==> src/rtl/core/selection_sort_engine_assert.svh <==
// ----------------------------------------------------------------------------
// selection_sort_engine_assert.svh
// Assertion macros shared by the selection sort engine RTL.
// ----------------------------------------------------------------------------
`ifndef SELECTION_SORT_ENGINE_ASSERT_SVH
`define SELECTION_SORT_ENGINE_ASSERT_SVH

// Same-cycle implication, sampled on the rising clock, idle during reset.
`define SSORT_ASSERT_NOW(label, ante, cons, msg) \
    label: assert property (@(posedge clk) disable iff (!rst_n) (ante) |-> (cons)) \
        else $error(msg);

// Next-cycle implication, sampled on the rising clock, idle during reset.
`define SSORT_ASSERT_NEXT(label, ante, cons, msg) \
    label: assert property (@(posedge clk) disable iff (!rst_n) (ante) |=> (cons)) \
        else $error(msg);

`endif

==> src/rtl/core/ssort_pkg.sv <==
// ----------------------------------------------------------------------------
// ssort_pkg
// Sizes and widths shared by the selection sort engine.
// ----------------------------------------------------------------------------
package ssort_pkg;

    // Number of entries in the value store (2 to 64).
    localparam int DEPTH  = 64;
    localparam int DATA_W = 32;
    // Store address width and a count width that can also hold DEPTH itself.
    localparam int IDX_W  = $clog2(DEPTH);
    localparam int CNT_W  = $clog2(DEPTH + 1);

endpackage

==> src/rtl/core/selection_sort_engine.sv <==
// ----------------------------------------------------------------------------
// selection_sort_engine
// Collects signed words into a store, sorts them ascending and streams them.
// ----------------------------------------------------------------------------
// Each accepted word (start high while busy is low) is appended to the store,
// and busy stays low while loading. A word with last_in set closes the set;
// words arriving with the store full are dropped and flagged through overflow.
// The set is then sorted by selection sort on a single signed comparator that
// reads one store entry per cycle, and then emitted. Sorted words leave one per
// cycle, each on the result ports for exactly one cycle with result_valid high;
// the receiver cannot stall them. busy is high from the closing word until the
// final word (last_out high) is presented.
module selection_sort_engine
(
    input  logic                                clk,
    input  logic                                rst_n,
    input  logic                                start,
    input  logic signed [ssort_pkg::DATA_W-1:0] value,
    input  logic                                last_in,
    output logic                                busy,
    output logic                                result_valid,
    output logic signed [ssort_pkg::DATA_W-1:0] sorted_value,
    output logic                                last_out,
    output logic                                overflow
);

    `include "selection_sort_engine_assert.svh"

    typedef enum logic [5:0]
    {
        S_IDLE    = 6'b000001,
        S_PASS    = 6'b000010,
        S_SCAN    = 6'b000100,
        S_SWAP_LO = 6'b001000,
        S_SWAP_HI = 6'b010000,
        S_EMIT    = 6'b100000
    } state_t;

    state_t                         state_reg, state_next;
    logic [ssort_pkg::CNT_W-1:0]    count_reg, count_next;
    logic                           dropped_reg, dropped_next;
    logic [ssort_pkg::IDX_W-1:0]    i_reg, i_next;
    logic [ssort_pkg::CNT_W-1:0]    j_reg, j_next;
    logic [ssort_pkg::IDX_W-1:0]    pick_reg, pick_next;
    logic [ssort_pkg::DATA_W-1:0]   min_reg, min_next;
    logic [ssort_pkg::DATA_W-1:0]   cur_reg, cur_next;
    logic [ssort_pkg::IDX_W-1:0]    pend_idx_reg, pend_idx_next;
    logic                           pend_vld_reg, pend_vld_next;
    logic                           first_reg, first_next;
    logic                           result_valid_reg, result_valid_next;
    logic [ssort_pkg::DATA_W-1:0]   sorted_value_reg, sorted_value_next;
    logic                           last_out_reg, last_out_next;
    logic                           overflow_reg, overflow_next;

    logic [ssort_pkg::DATA_W-1:0]   store_mem [ssort_pkg::DEPTH];
    logic [ssort_pkg::DATA_W-1:0]   rd_data_reg;
    logic [ssort_pkg::IDX_W-1:0]    rd_addr;
    logic                           wr_en;
    logic [ssort_pkg::IDX_W-1:0]    wr_addr;
    logic [ssort_pkg::DATA_W-1:0]   wr_data;

    logic                           room;
    logic [ssort_pkg::CNT_W-1:0]    load_count;
    logic                           issue;

    // Value store: one write port, one registered read port.
    always_ff @(posedge clk)
    begin
        if (wr_en)
        begin
            store_mem[wr_addr] <= wr_data;
        end
        rd_data_reg <= store_mem[rd_addr];
    end

    assign room       = (count_reg < ssort_pkg::CNT_W'(ssort_pkg::DEPTH));
    assign load_count = room ? (count_reg + ssort_pkg::CNT_W'(1)) : count_reg;
    assign issue      = (j_reg < count_reg);

    always_comb
    begin
        state_next        = state_reg;
        count_next        = count_reg;
        dropped_next      = dropped_reg;
        i_next            = i_reg;
        j_next            = j_reg;
        pick_next         = pick_reg;
        min_next          = min_reg;
        cur_next          = cur_reg;
        pend_idx_next     = pend_idx_reg;
        pend_vld_next     = pend_vld_reg;
        first_next        = first_reg;
        result_valid_next = 1'b0;
        sorted_value_next = rd_data_reg;
        last_out_next     = 1'b0;
        overflow_next     = dropped_reg;
        wr_en             = 1'b0;
        wr_addr           = count_reg[ssort_pkg::IDX_W-1:0];
        wr_data           = value;
        rd_addr           = j_reg[ssort_pkg::IDX_W-1:0];

        case (state_reg)
            S_IDLE:
            begin
                if (start)
                begin
                    count_next = load_count;
                    if (room)
                    begin
                        wr_en = 1'b1;
                    end
                    else
                    begin
                        dropped_next = 1'b1;
                    end
                    if (last_in)
                    begin
                        if (load_count >= ssort_pkg::CNT_W'(2))
                        begin
                            i_next     = '0;
                            state_next = S_PASS;
                        end
                        else
                        begin
                            j_next        = '0;
                            pend_vld_next = 1'b0;
                            state_next    = S_EMIT;
                        end
                    end
                end
            end

            S_PASS:
            begin
                // Fetch the head of the unsorted part as the first candidate.
                rd_addr       = i_reg;
                first_next    = 1'b1;
                pend_vld_next = 1'b0;
                j_next        = ssort_pkg::CNT_W'(i_reg) + ssort_pkg::CNT_W'(1);
                state_next    = S_SCAN;
            end

            S_SCAN:
            begin
                if (first_reg)
                begin
                    min_next   = rd_data_reg;
                    cur_next   = rd_data_reg;
                    pick_next  = i_reg;
                    first_next = 1'b0;
                end
                else if (pend_vld_reg && ($signed(rd_data_reg) < $signed(min_reg)))
                begin
                    // Strictly smaller only, so the first minimum is kept.
                    min_next  = rd_data_reg;
                    pick_next = pend_idx_reg;
                end
                if (issue)
                begin
                    pend_vld_next = 1'b1;
                    pend_idx_next = j_reg[ssort_pkg::IDX_W-1:0];
                    j_next        = j_reg + ssort_pkg::CNT_W'(1);
                end
                else
                begin
                    pend_vld_next = 1'b0;
                end
                if (!first_reg && !pend_vld_reg && !issue)
                begin
                    state_next = S_SWAP_LO;
                end
            end

            S_SWAP_LO:
            begin
                wr_en      = 1'b1;
                wr_addr    = i_reg;
                wr_data    = min_reg;
                state_next = S_SWAP_HI;
            end

            S_SWAP_HI:
            begin
                wr_en   = 1'b1;
                wr_addr = pick_reg;
                wr_data = cur_reg;
                if ((ssort_pkg::CNT_W'(i_reg) + ssort_pkg::CNT_W'(2)) < count_reg)
                begin
                    i_next     = i_reg + ssort_pkg::IDX_W'(1);
                    state_next = S_PASS;
                end
                else
                begin
                    j_next        = '0;
                    pend_vld_next = 1'b0;
                    state_next    = S_EMIT;
                end
            end

            S_EMIT:
            begin
                if (pend_vld_reg)
                begin
                    result_valid_next = 1'b1;
                    last_out_next     = (ssort_pkg::CNT_W'(pend_idx_reg) ==
                                         (count_reg - ssort_pkg::CNT_W'(1)));
                end
                if (issue)
                begin
                    pend_vld_next = 1'b1;
                    pend_idx_next = j_reg[ssort_pkg::IDX_W-1:0];
                    j_next        = j_reg + ssort_pkg::CNT_W'(1);
                end
                else
                begin
                    pend_vld_next = 1'b0;
                end
                if (!pend_vld_reg && !issue)
                begin
                    count_next   = '0;
                    dropped_next = 1'b0;
                    state_next   = S_IDLE;
                end
            end

            default:
            begin
                state_next = S_IDLE;
            end
        endcase
    end

    always_ff @(posedge clk or negedge rst_n)
    begin
        if (!rst_n)
        begin
            state_reg        <= S_IDLE;
            count_reg        <= '0;
            dropped_reg      <= 1'b0;
            pend_vld_reg     <= 1'b0;
            first_reg        <= 1'b0;
            result_valid_reg <= 1'b0;
        end
        else
        begin
            state_reg        <= state_next;
            count_reg        <= count_next;
            dropped_reg      <= dropped_next;
            pend_vld_reg     <= pend_vld_next;
            first_reg        <= first_next;
            result_valid_reg <= result_valid_next;
        end
    end

    always_ff @(posedge clk)
    begin
        i_reg            <= i_next;
        j_reg            <= j_next;
        pick_reg         <= pick_next;
        min_reg          <= min_next;
        cur_reg          <= cur_next;
        pend_idx_reg     <= pend_idx_next;
        sorted_value_reg <= sorted_value_next;
        last_out_reg     <= last_out_next;
        overflow_reg     <= overflow_next;
    end

    assign busy         = (state_reg != S_IDLE);
    assign result_valid = result_valid_reg;
    assign sorted_value = $signed(sorted_value_reg);
    assign last_out     = last_out_reg;
    assign overflow     = overflow_reg;

    `SSORT_ASSERT_NOW(a_count_range, 1'b1,
        count_reg <= ssort_pkg::CNT_W'(ssort_pkg::DEPTH), "word count exceeds store depth")

    `SSORT_ASSERT_NEXT(a_close_sets_busy, start && !busy && last_in,
        busy, "closing word did not start the sort")

    `SSORT_ASSERT_NEXT(a_single_last, result_valid && last_out,
        !result_valid, "word presented after the final word of a set")

    `SSORT_ASSERT_NOW(a_pick_in_range, (state_reg == S_SCAN) && !first_reg,
        (ssort_pkg::CNT_W'(pick_reg) < count_reg) && (pick_reg >= i_reg),
        "selected minimum lies outside the unsorted part")

endmodule
==> config.mk <==
export PLATFORM = sky130hd
export DESIGN_NAME = selection_sort_engine
export DESIGN_NICKNAME = d
export VERILOG_FILES = /design/src/rtl/core/ssort_pkg.sv /design/src/rtl/core/selection_sort_engine.sv
export VERILOG_INCLUDE_DIRS = /design/src /design/src/rtl/core
export SDC_FILE = /design/constraint.sdc
export NUM_CORES = 2
export LEC_CHECK = 0
export ABC_AREA = 0
export BUFFER_PORTS_ARGS = -buffer_cell sky130_fd_sc_hd__clkbuf_2
export CAP_MARGIN = 20
export CORE_MARGIN = 2
export CORE_UTILIZATION = 42
export DETAILED_ROUTE_END_ITERATION = 16
export SLEW_MARGIN = 5
export SYNTH_ARGS = -nofsm -noshare
export SYNTH_HDL_FRONTEND = slang
export SYNTH_SLANG_ARGS = --single-unit
==> constraint.sdc <==
create_clock -name clk -period 4.9 [get_ports clk]
set_input_delay 0.245 -clock clk [delete_from_list [all_inputs] [get_ports clk]]
set_output_delay 0.245 -clock clk [all_outputs]
set_load 0.05 [all_outputs]
# After elaboration in Yosys (flattened, before gate mapping)
# Memory sizes are Yosys's and may differ from the RTL's. A register that Yosys moved wholly into a read port is not among the register bits.
# Index checks and enable logic that the tools add are counted.
[word_totals] n_memories=1 in_bits=36 register_bits=140 out_inout_bits=36 elab_cells=116 ramBits=2048
[op_classes] reduce_logical=24 addsub=6 muxes=47 eq_ne=18 order_cmp=5
[mem_list] memory="store_mem" words=64 word_bits=32 rd=1 rd_clocked_by_memory_dff=1 wr=1 line_no="selection_sort_engine.sv:55" source="logic [ssort_pkg::DATA_W-1:0] store_mem [ssort_pkg::DEPTH];"
[ops] operator="$mux 6" n=13
[ops] operator="$mux 32" n=2
[ops] operator="$pmux 32 s2" n=1
[ops] operator="$mux 7" n=8
[ops] operator="$pmux 6 s6" n=1
[ops] operator="$lt 32x32->1" n=1
[ops] operator="$pmux 7 s4" n=1
[ops] operator="$pmux 6 s2" n=2
[ops] operator="$ne 2x2->1 const B" n=9
[ops] operator="$add 7x1->7 const B" n=2
[ops] operator="$lt 7x7->1" n=2
[ops] operator="$mux 1" n=14
[ops] operator="$pmux 7 s2" n=1
[ops] operator="$reduce_and 5->1" n=2
[ops] operator="$reduce_and 2->1" n=4
[ops] operator="$reduce_and 4->1" n=2
[ops] operator="$reduce_bool 2->1" n=4
[ops] operator="$add 6x1->7 const B" n=1
[ops] operator="$add 6x2->7 const B" n=1
[ops] operator="$eq 6x7->1" n=1
[ops] operator="$ge 7x2->1 const B" n=1
[ops] operator="$lt 7x7->1 const B" n=1
[ops] operator="$sub 7x1->7 const B" n=1
[ops] operator="$add 6x1->6 const B" n=1
[ops] operator="16 further kinds" n=24

# Logic depth before layout (Yosys ltp)
[depth] word_depth=7 depth_mapped=16 mapped_depth_nobuf=11

# Least setup slack after synthesis
# No wires, ideal clock.
[synth_path] path_kind="register to register" startpoint="reg state_reg[4]" endpoint="reg min_reg[0] in the netlist's numbering, enable pin" stages_incl_launch_ff=6 synth_period_minus_slack_ns=5.111 setup_ns=0.450 setup_slack_ns=-0.211 n_path_buf=0 arrival_ns=4.661 t_required_ns=4.450 path_cell_list="dfrtp_1 nor4_1 nand3_1 nor2_1 a21oi_1 mux2i_1"
[synth_between] elab_chain_cells=2
[synth_rtl] element="start: declaration" line_no="selection_sort_engine.sv:39" source="state_t state_reg, state_next;"
[synth_rtl] element="start signal: assignment" line_no="selection_sort_engine.sv:246" source="state_reg <= state_next;"
[synth_rtl] element="$eq 6x3->1" line_no="selection_sort_engine.sv:102" source="case (state_reg)"
[synth_rtl] element="$reduce_and 2->1 (no line)"
[synth_rtl] element="end signal: assignment" line_no="selection_sort_engine.sv:260" source="min_reg <= min_next;"
[synth_rtl] element="end: declaration" line_no="selection_sort_engine.sv:45" source="logic [ssort_pkg::DATA_W-1:0] min_reg, min_next;"
# No other way between the ends.
# A chain may end at the register's enable or synchronous reset.

# Final worst setup path
[layout_path] startpoint="reg i_reg[0] in the netlist's numbering" endpoint="reg rd_data_reg[18] in the netlist's numbering (read register of store_mem)"
[layout_between] elab_chain_cells=1
[layout_rtl] element="start: declaration" line_no="selection_sort_engine.sv:42" source="logic [ssort_pkg::IDX_W-1:0] i_reg, i_next;"
[layout_rtl] element="start signal: assignment" line_no="selection_sort_engine.sv:257" source="i_reg <= i_next;"
[layout_rtl] element="$mux 6" line_no="selection_sort_engine.sv:102"
[layout_rtl] element="end: declaration" line_no="selection_sort_engine.sv:56" source="logic [ssort_pkg::DATA_W-1:0] rd_data_reg;"
# No other way between the ends.

==> impl_metrics.prom <==
# TYPE chip_impl_metric gauge
chip_impl_metric{name="clock_tree.buffer_depth",unit=""} 3
chip_impl_metric{name="worst_pin_slew",unit="ns"} 1.251
chip_impl_metric{name="maxSlewViolCount",unit=""} 0
chip_impl_metric{name="route.antenna.remaining_nets",unit=""} 0
chip_impl_metric{name="fp-row-count",unit=""} 167
chip_impl_metric{name="drtIter0Drc",unit=""} 8120
chip_impl_metric{name="delay_contributed_by_the_slowest_stage_of_the_critical_path",unit="ns"} 0.76
chip_impl_metric{name="synth_seq_cells",unit=""} 2220
chip_impl_metric{name="start_util",unit="%"} 42.37
chip_impl_info{name="ctsRootBufferMaster",value="clkbuf_16"} 1
chip_impl_info{name="status",value="finished, final reports clean"} 1
chip_impl_metric{name="drive_gt1_share",unit="%"} 17.22
chip_impl_metric{name="synth_seq_area_share",unit="%"} 74.99
chip_impl_metric{name="finish.cell_count_without_fillers",unit=""} 8788
chip_impl_metric{name="detail_route.drc_violations",unit=""} 0
chip_impl_metric{name="post_synth_inst_count",unit=""} 5521
chip_impl_info{name="rsz0062_at_grt",value="false"} 1
chip_impl_info{name="largest-register",value="store_mem"} 1
chip_impl_metric{name="drt-vias-per-instance",unit=""} 6.159
chip_impl_metric{name="vias",unit=""} 54130
chip_impl_metric{name="worstRegToRegCells",unit=""} 11
chip_impl_info{name="timing.hold.worst.start",value="value[24]"} 1
chip_impl_metric{name="core_area",unit="µm²"} 207500
chip_impl_metric{name="io_pins",unit=""} 72
chip_impl_metric{name="worst_reg_to_reg_setup_slack",unit="ns"} 0.13
chip_impl_metric{name="clkTransAtPathRegs",unit="ns"} 0.06
chip_impl_info{name="setup.worst_path.class",value="reg2reg"} 1
chip_impl_info{name="whs_endpoint",value="store_mem[17][24]"} 1
chip_impl_metric{name="initial_drt_pass_iterations",unit=""} 6
chip_impl_metric{name="die_area",unit="µm²"} 213000
chip_impl_metric{name="dp_hpwl",unit="mm"} 168.7
chip_impl_metric{name="cp_data_arrival_time",unit="ns"} 5.55
chip_impl_info{name="cp_cell_sequence",value="and3b_1 > and2_1 > nor2_8 > buf_12 > buf_12 > buf_4 > mux2i_1 > o221ai_1 > a31oi_1 > o21ai_0 > nor4bb_1"} 1
chip_impl_metric{name="globalRouteTotalUtil",unit="%"} 26.44
chip_impl_metric{name="syn_nets",unit=""} 5605
chip_impl_metric{name="die_width",unit="µm"} 461.5
chip_impl_metric{name="largest_register_ff_count",unit=""} 2048
chip_impl_info{name="critPathMostFrequentCell",value="buf_12"} 1
chip_impl_metric{name="power.static_leakage",unit="nW"} 35.35
chip_impl_info{name="cts_tree",value="built"} 1
chip_impl_metric{name="area_growth",unit="%"} 15.33
chip_impl_metric{name="antenna_found_initial",unit=""} 19
chip_impl_metric{name="drt-total-wl",unit="mm"} 284.6
chip_impl_metric{name="critical_path.n_buffers_inverters",unit=""} 3
chip_impl_metric{name="clock_latency_on_the_worst_skew_pair",unit="ns"} 0.90
chip_impl_metric{name="mappedNetlistArea",unit="µm²"} 87910
chip_impl_info{name="worst_r2r_endpoint",value="rd_data_reg[18]"} 1
chip_impl_metric{name="die_y",unit="µm"} 461.5
chip_impl_metric{name="post-route-util",unit="%"} 48.86
chip_impl_info{name="yosys_most_used_dff",value="edfxtp_1"} 1
chip_impl_metric{name="preCtsSetupSlack",unit="ns"} -0.1366
chip_impl_metric{name="fin_ws",unit="ns"} 0.1272
chip_impl_metric{name="synth_edf_count",unit=""} 2137
chip_impl_metric{name="holdPathStages",unit=""} 3
chip_impl_metric{name="grt_max_degree",unit=""} 78
chip_impl_metric{name="maximum_operating_frequency",unit="MHz"} 209.5
chip_impl_metric{name="h_tree_depth",unit=""} 4
chip_impl_metric{name="timing.final.setup_violations",unit=""} 0
chip_impl_metric{name="critical_path_peak_fanout",unit=""} 46
chip_impl_info{name="slowest_stage",value="o21ai_0"} 1
chip_impl_info{name="worst_hold_path_type",value="in2reg"} 1
chip_impl_metric{name="cts.sinks",unit=""} 2220
chip_impl_metric{name="synth_cell_type_count",unit=""} 92
chip_impl_metric{name="period_share",unit="%"} 97.40
chip_impl_metric{name="cts-buffers-inserted",unit=""} 219
chip_impl_info{name="cp-end-kind",value="flip-flop"} 1
chip_impl_metric{name="powerDensity",unit="nW/µm²"} 374.9
chip_impl_metric{name="post-place-cells",unit=""} 8368
chip_impl_metric{name="synth-async-reset-ratio",unit="%"} 0.7658
chip_impl_metric{name="worst-endpoint-required",unit="ns"} 5.67
chip_impl_metric{name="grt_pass1_vias",unit=""} 51490
chip_impl_metric{name="holdWs",unit="ns"} 0.08472
chip_impl_metric{name="buffer_ports.inserted",unit=""} 71
chip_impl_metric{name="tightest_slew_margin_relative_to_the_limit",unit="%"} 16.01
chip_impl_metric{name="postSynthAreaPerCell",unit="µm²"} 15.92
chip_impl_metric{name="final_period_minus_worst_setup_slack",unit="ns"} 4.773
chip_impl_info{name="critical_path.top_delay_family",value="simple AND/OR/NAND/NOR gates"} 1
chip_impl_metric{name="reported_max_cap_violation_count",unit=""} 0
chip_impl_metric{name="grt_pass1_wl",unit="mm"} 397.3
chip_impl_metric{name="ir_drop",unit="mV"} 0.3794
chip_impl_metric{name="nets",unit=""} 5894
chip_impl_metric{name="synthesis.yosys.warnings",unit=""} 0
chip_impl_info{name="setup.worst_path.start_class",value="flip-flop"} 1
chip_impl_metric{name="fin_skew",unit="ns"} 0.06563
chip_impl_metric{name="timing_hold_violations_final",unit=""} 0
chip_impl_metric{name="route.detailed.wl_per_inst",unit="µm"} 32.39
chip_impl_metric{name="globalRouteOverflowTotal",unit=""} 0
chip_impl_info{name="reg2reg_from",value="i_reg[0]"} 1
chip_impl_metric{name="gp_congestion",unit=""} 0.9038
[worst max-delay path by stage]
stage	from	to	slack, ns	cells after the start
finish	i_reg[0]	rd_data_reg[18]	0.13	11
global route	state_reg[3]	rd_data_reg[14]	0.02	11
CTS	i_reg[0]	rd_data_reg[19]	0.21	12
detailed placement	i_reg[0]	rd_data_reg[14]	-0.14	10
global placement	i_reg[0]	rd_data_reg[17]	-0.56	9
floorplan	state_reg[4]	min_reg[0]	0.47	5
[synth_stat cells, types with 15 or more instances]
library cell,count,share of area [%]
mux2i_1,327,3.7
a311oi_1,58,0.58
xor2_1,15,0.15
dfrtp_1,16,0.46
inv_1,46,0.20
a21o_1,27,0.23
o22ai_1,71,0.51
a311o_1,17,0.19
a211oi_1,81,0.69
o221a_2,27,0.35
buf_6,20,0.26
o21ai_0,95,0.54
o221ai_1,65,0.65
and3_1,121,0.86
buf_4,47,0.40
nor2_1,115,0.49
nand2_1,842,3.6
a21oi_1,227,1.3
a31oi_1,63,0.45
a22oi_1,39,0.33
clkbuf_1,164,0.70
dfxtp_1,66,1.5
buf_2,90,0.51
a221oi_1,18,0.18
edfxtp_1,2137,73
nand4_1,17,0.12
nand3_1,174,0.99
mux4_2,123,3.2
a2111oi_0,53,0.53
nor3_1,55,0.31
buf_1,28,0.12
ha_1,48,0.68
[cell type report]
cell class	count	area, µm²
Antenna cell	1	2.502
Clock buffer	263	5677
Clock inverter	147	1516
Fill cell	17220	106100
Inverter	47	176.4
Multi-Input combinational cell	2902	20850
Sequential cell	2220	65920
Tap cell	2788	3488
Timing Repair Buffer	420	3755
[power breakdown]
part           leakage, nW  switching, mW  internal [mW]
clock                 3.51           7.38           9.46
combinational         11.9          0.354         0.0450
sequential            20.0              0           20.8
[layer usage]
metal / routed length [µm] / share of wire (%) / up-vias / global-route usage (%)
met2: 130300 / 46 / 3123 / 41.15
met5: 144 / 0.051 / - / 0
met3: 28940 / 10 / 583 / 5.420
li1: - / - / 22310 / -
met4: 13200 / 4.6 / 20 / 11.41
met1: 112000 / 39 / 28100 / 36.09
[cell usage in the layout, fill, tap and decap left out, types with 14 or more instances in the layout]
cell,n
a31oi_1,60
buf_12,60
clkbuf_1,42
dfxtp_1,66
nor2_1,48
a311o_1,17
a221oi_1,17
clkbuf_16,220
nand2_2,32
o221a_2,27
mux2i_1,322
clkinv_1,54
clkbuf_2,71
a21oi_1,225
a221o_1,14
xnor2_1,14
a21boi_0,14
nand4_1,17
a2111oi_0,47
inv_1,46
nor3_1,53
edfxtp_1,2137
buf_4,275
o22ai_1,71
o221ai_1,65
nand2_1,807
nand3_1,173
a22oi_1,39
o21ai_0,92
clkinv_2,49
dfrtp_1,16
mux4_2,123
ha_1,48
a311oi_1,58
xor2_1,15
bufinv_16,22
a211oi_1,81
nor2_4,67
and3_1,120
a21o_1,26
[repair_timing]
action,in CTS,in global routing
buffers inserted,0,0
hold endpoints to repair,36,0
endpoints found under the setup margin,1,0
resized for setup,1,0
hold buffers,6,0
[metrics by stage]
| stage | total power, mW | area, µm² | setup TNS (ns) |
|---|---|---|---|
| CTS | 38.13 | 101300 | 0 |
| global placement | 21.54 | 93990 | -2.384 |
| detailed placement | 21.56 | 94070 | -0.1366 |
| finish | 38.01 | 101400 | 0 |
| global route | 38.88 | 101400 | 0 |
| floorplan | 21.32 | 87910 | 0 |
[cell families after synthesis]
| logic type | share of synthesized area (%) |
|---|---|
| AND/OR/NAND/NOR | 6.947 |
| flip-flops | 74.99 |
| XOR/XNOR | 0.2889 |
| buffers and inverters | 2.242 |
| multiplexers | 7.044 |
| adder cells (fa/ha/maj) | 0.6832 |
| AO/OA/AOI/OAI | 7.808 |
[worst register-to-register path: cells and delay by family (launching register included)]
kind | cells | cell delay, ns
buffers and inverters | 3 | 1.25
muxes | 1 | 0.13
and+or+nand+nor | 4 | 1.53
DFF | 1 | 0.57
AOI/OAI and AO/OA | 3 | 1.22
Power figures use the tool's default switching activity.
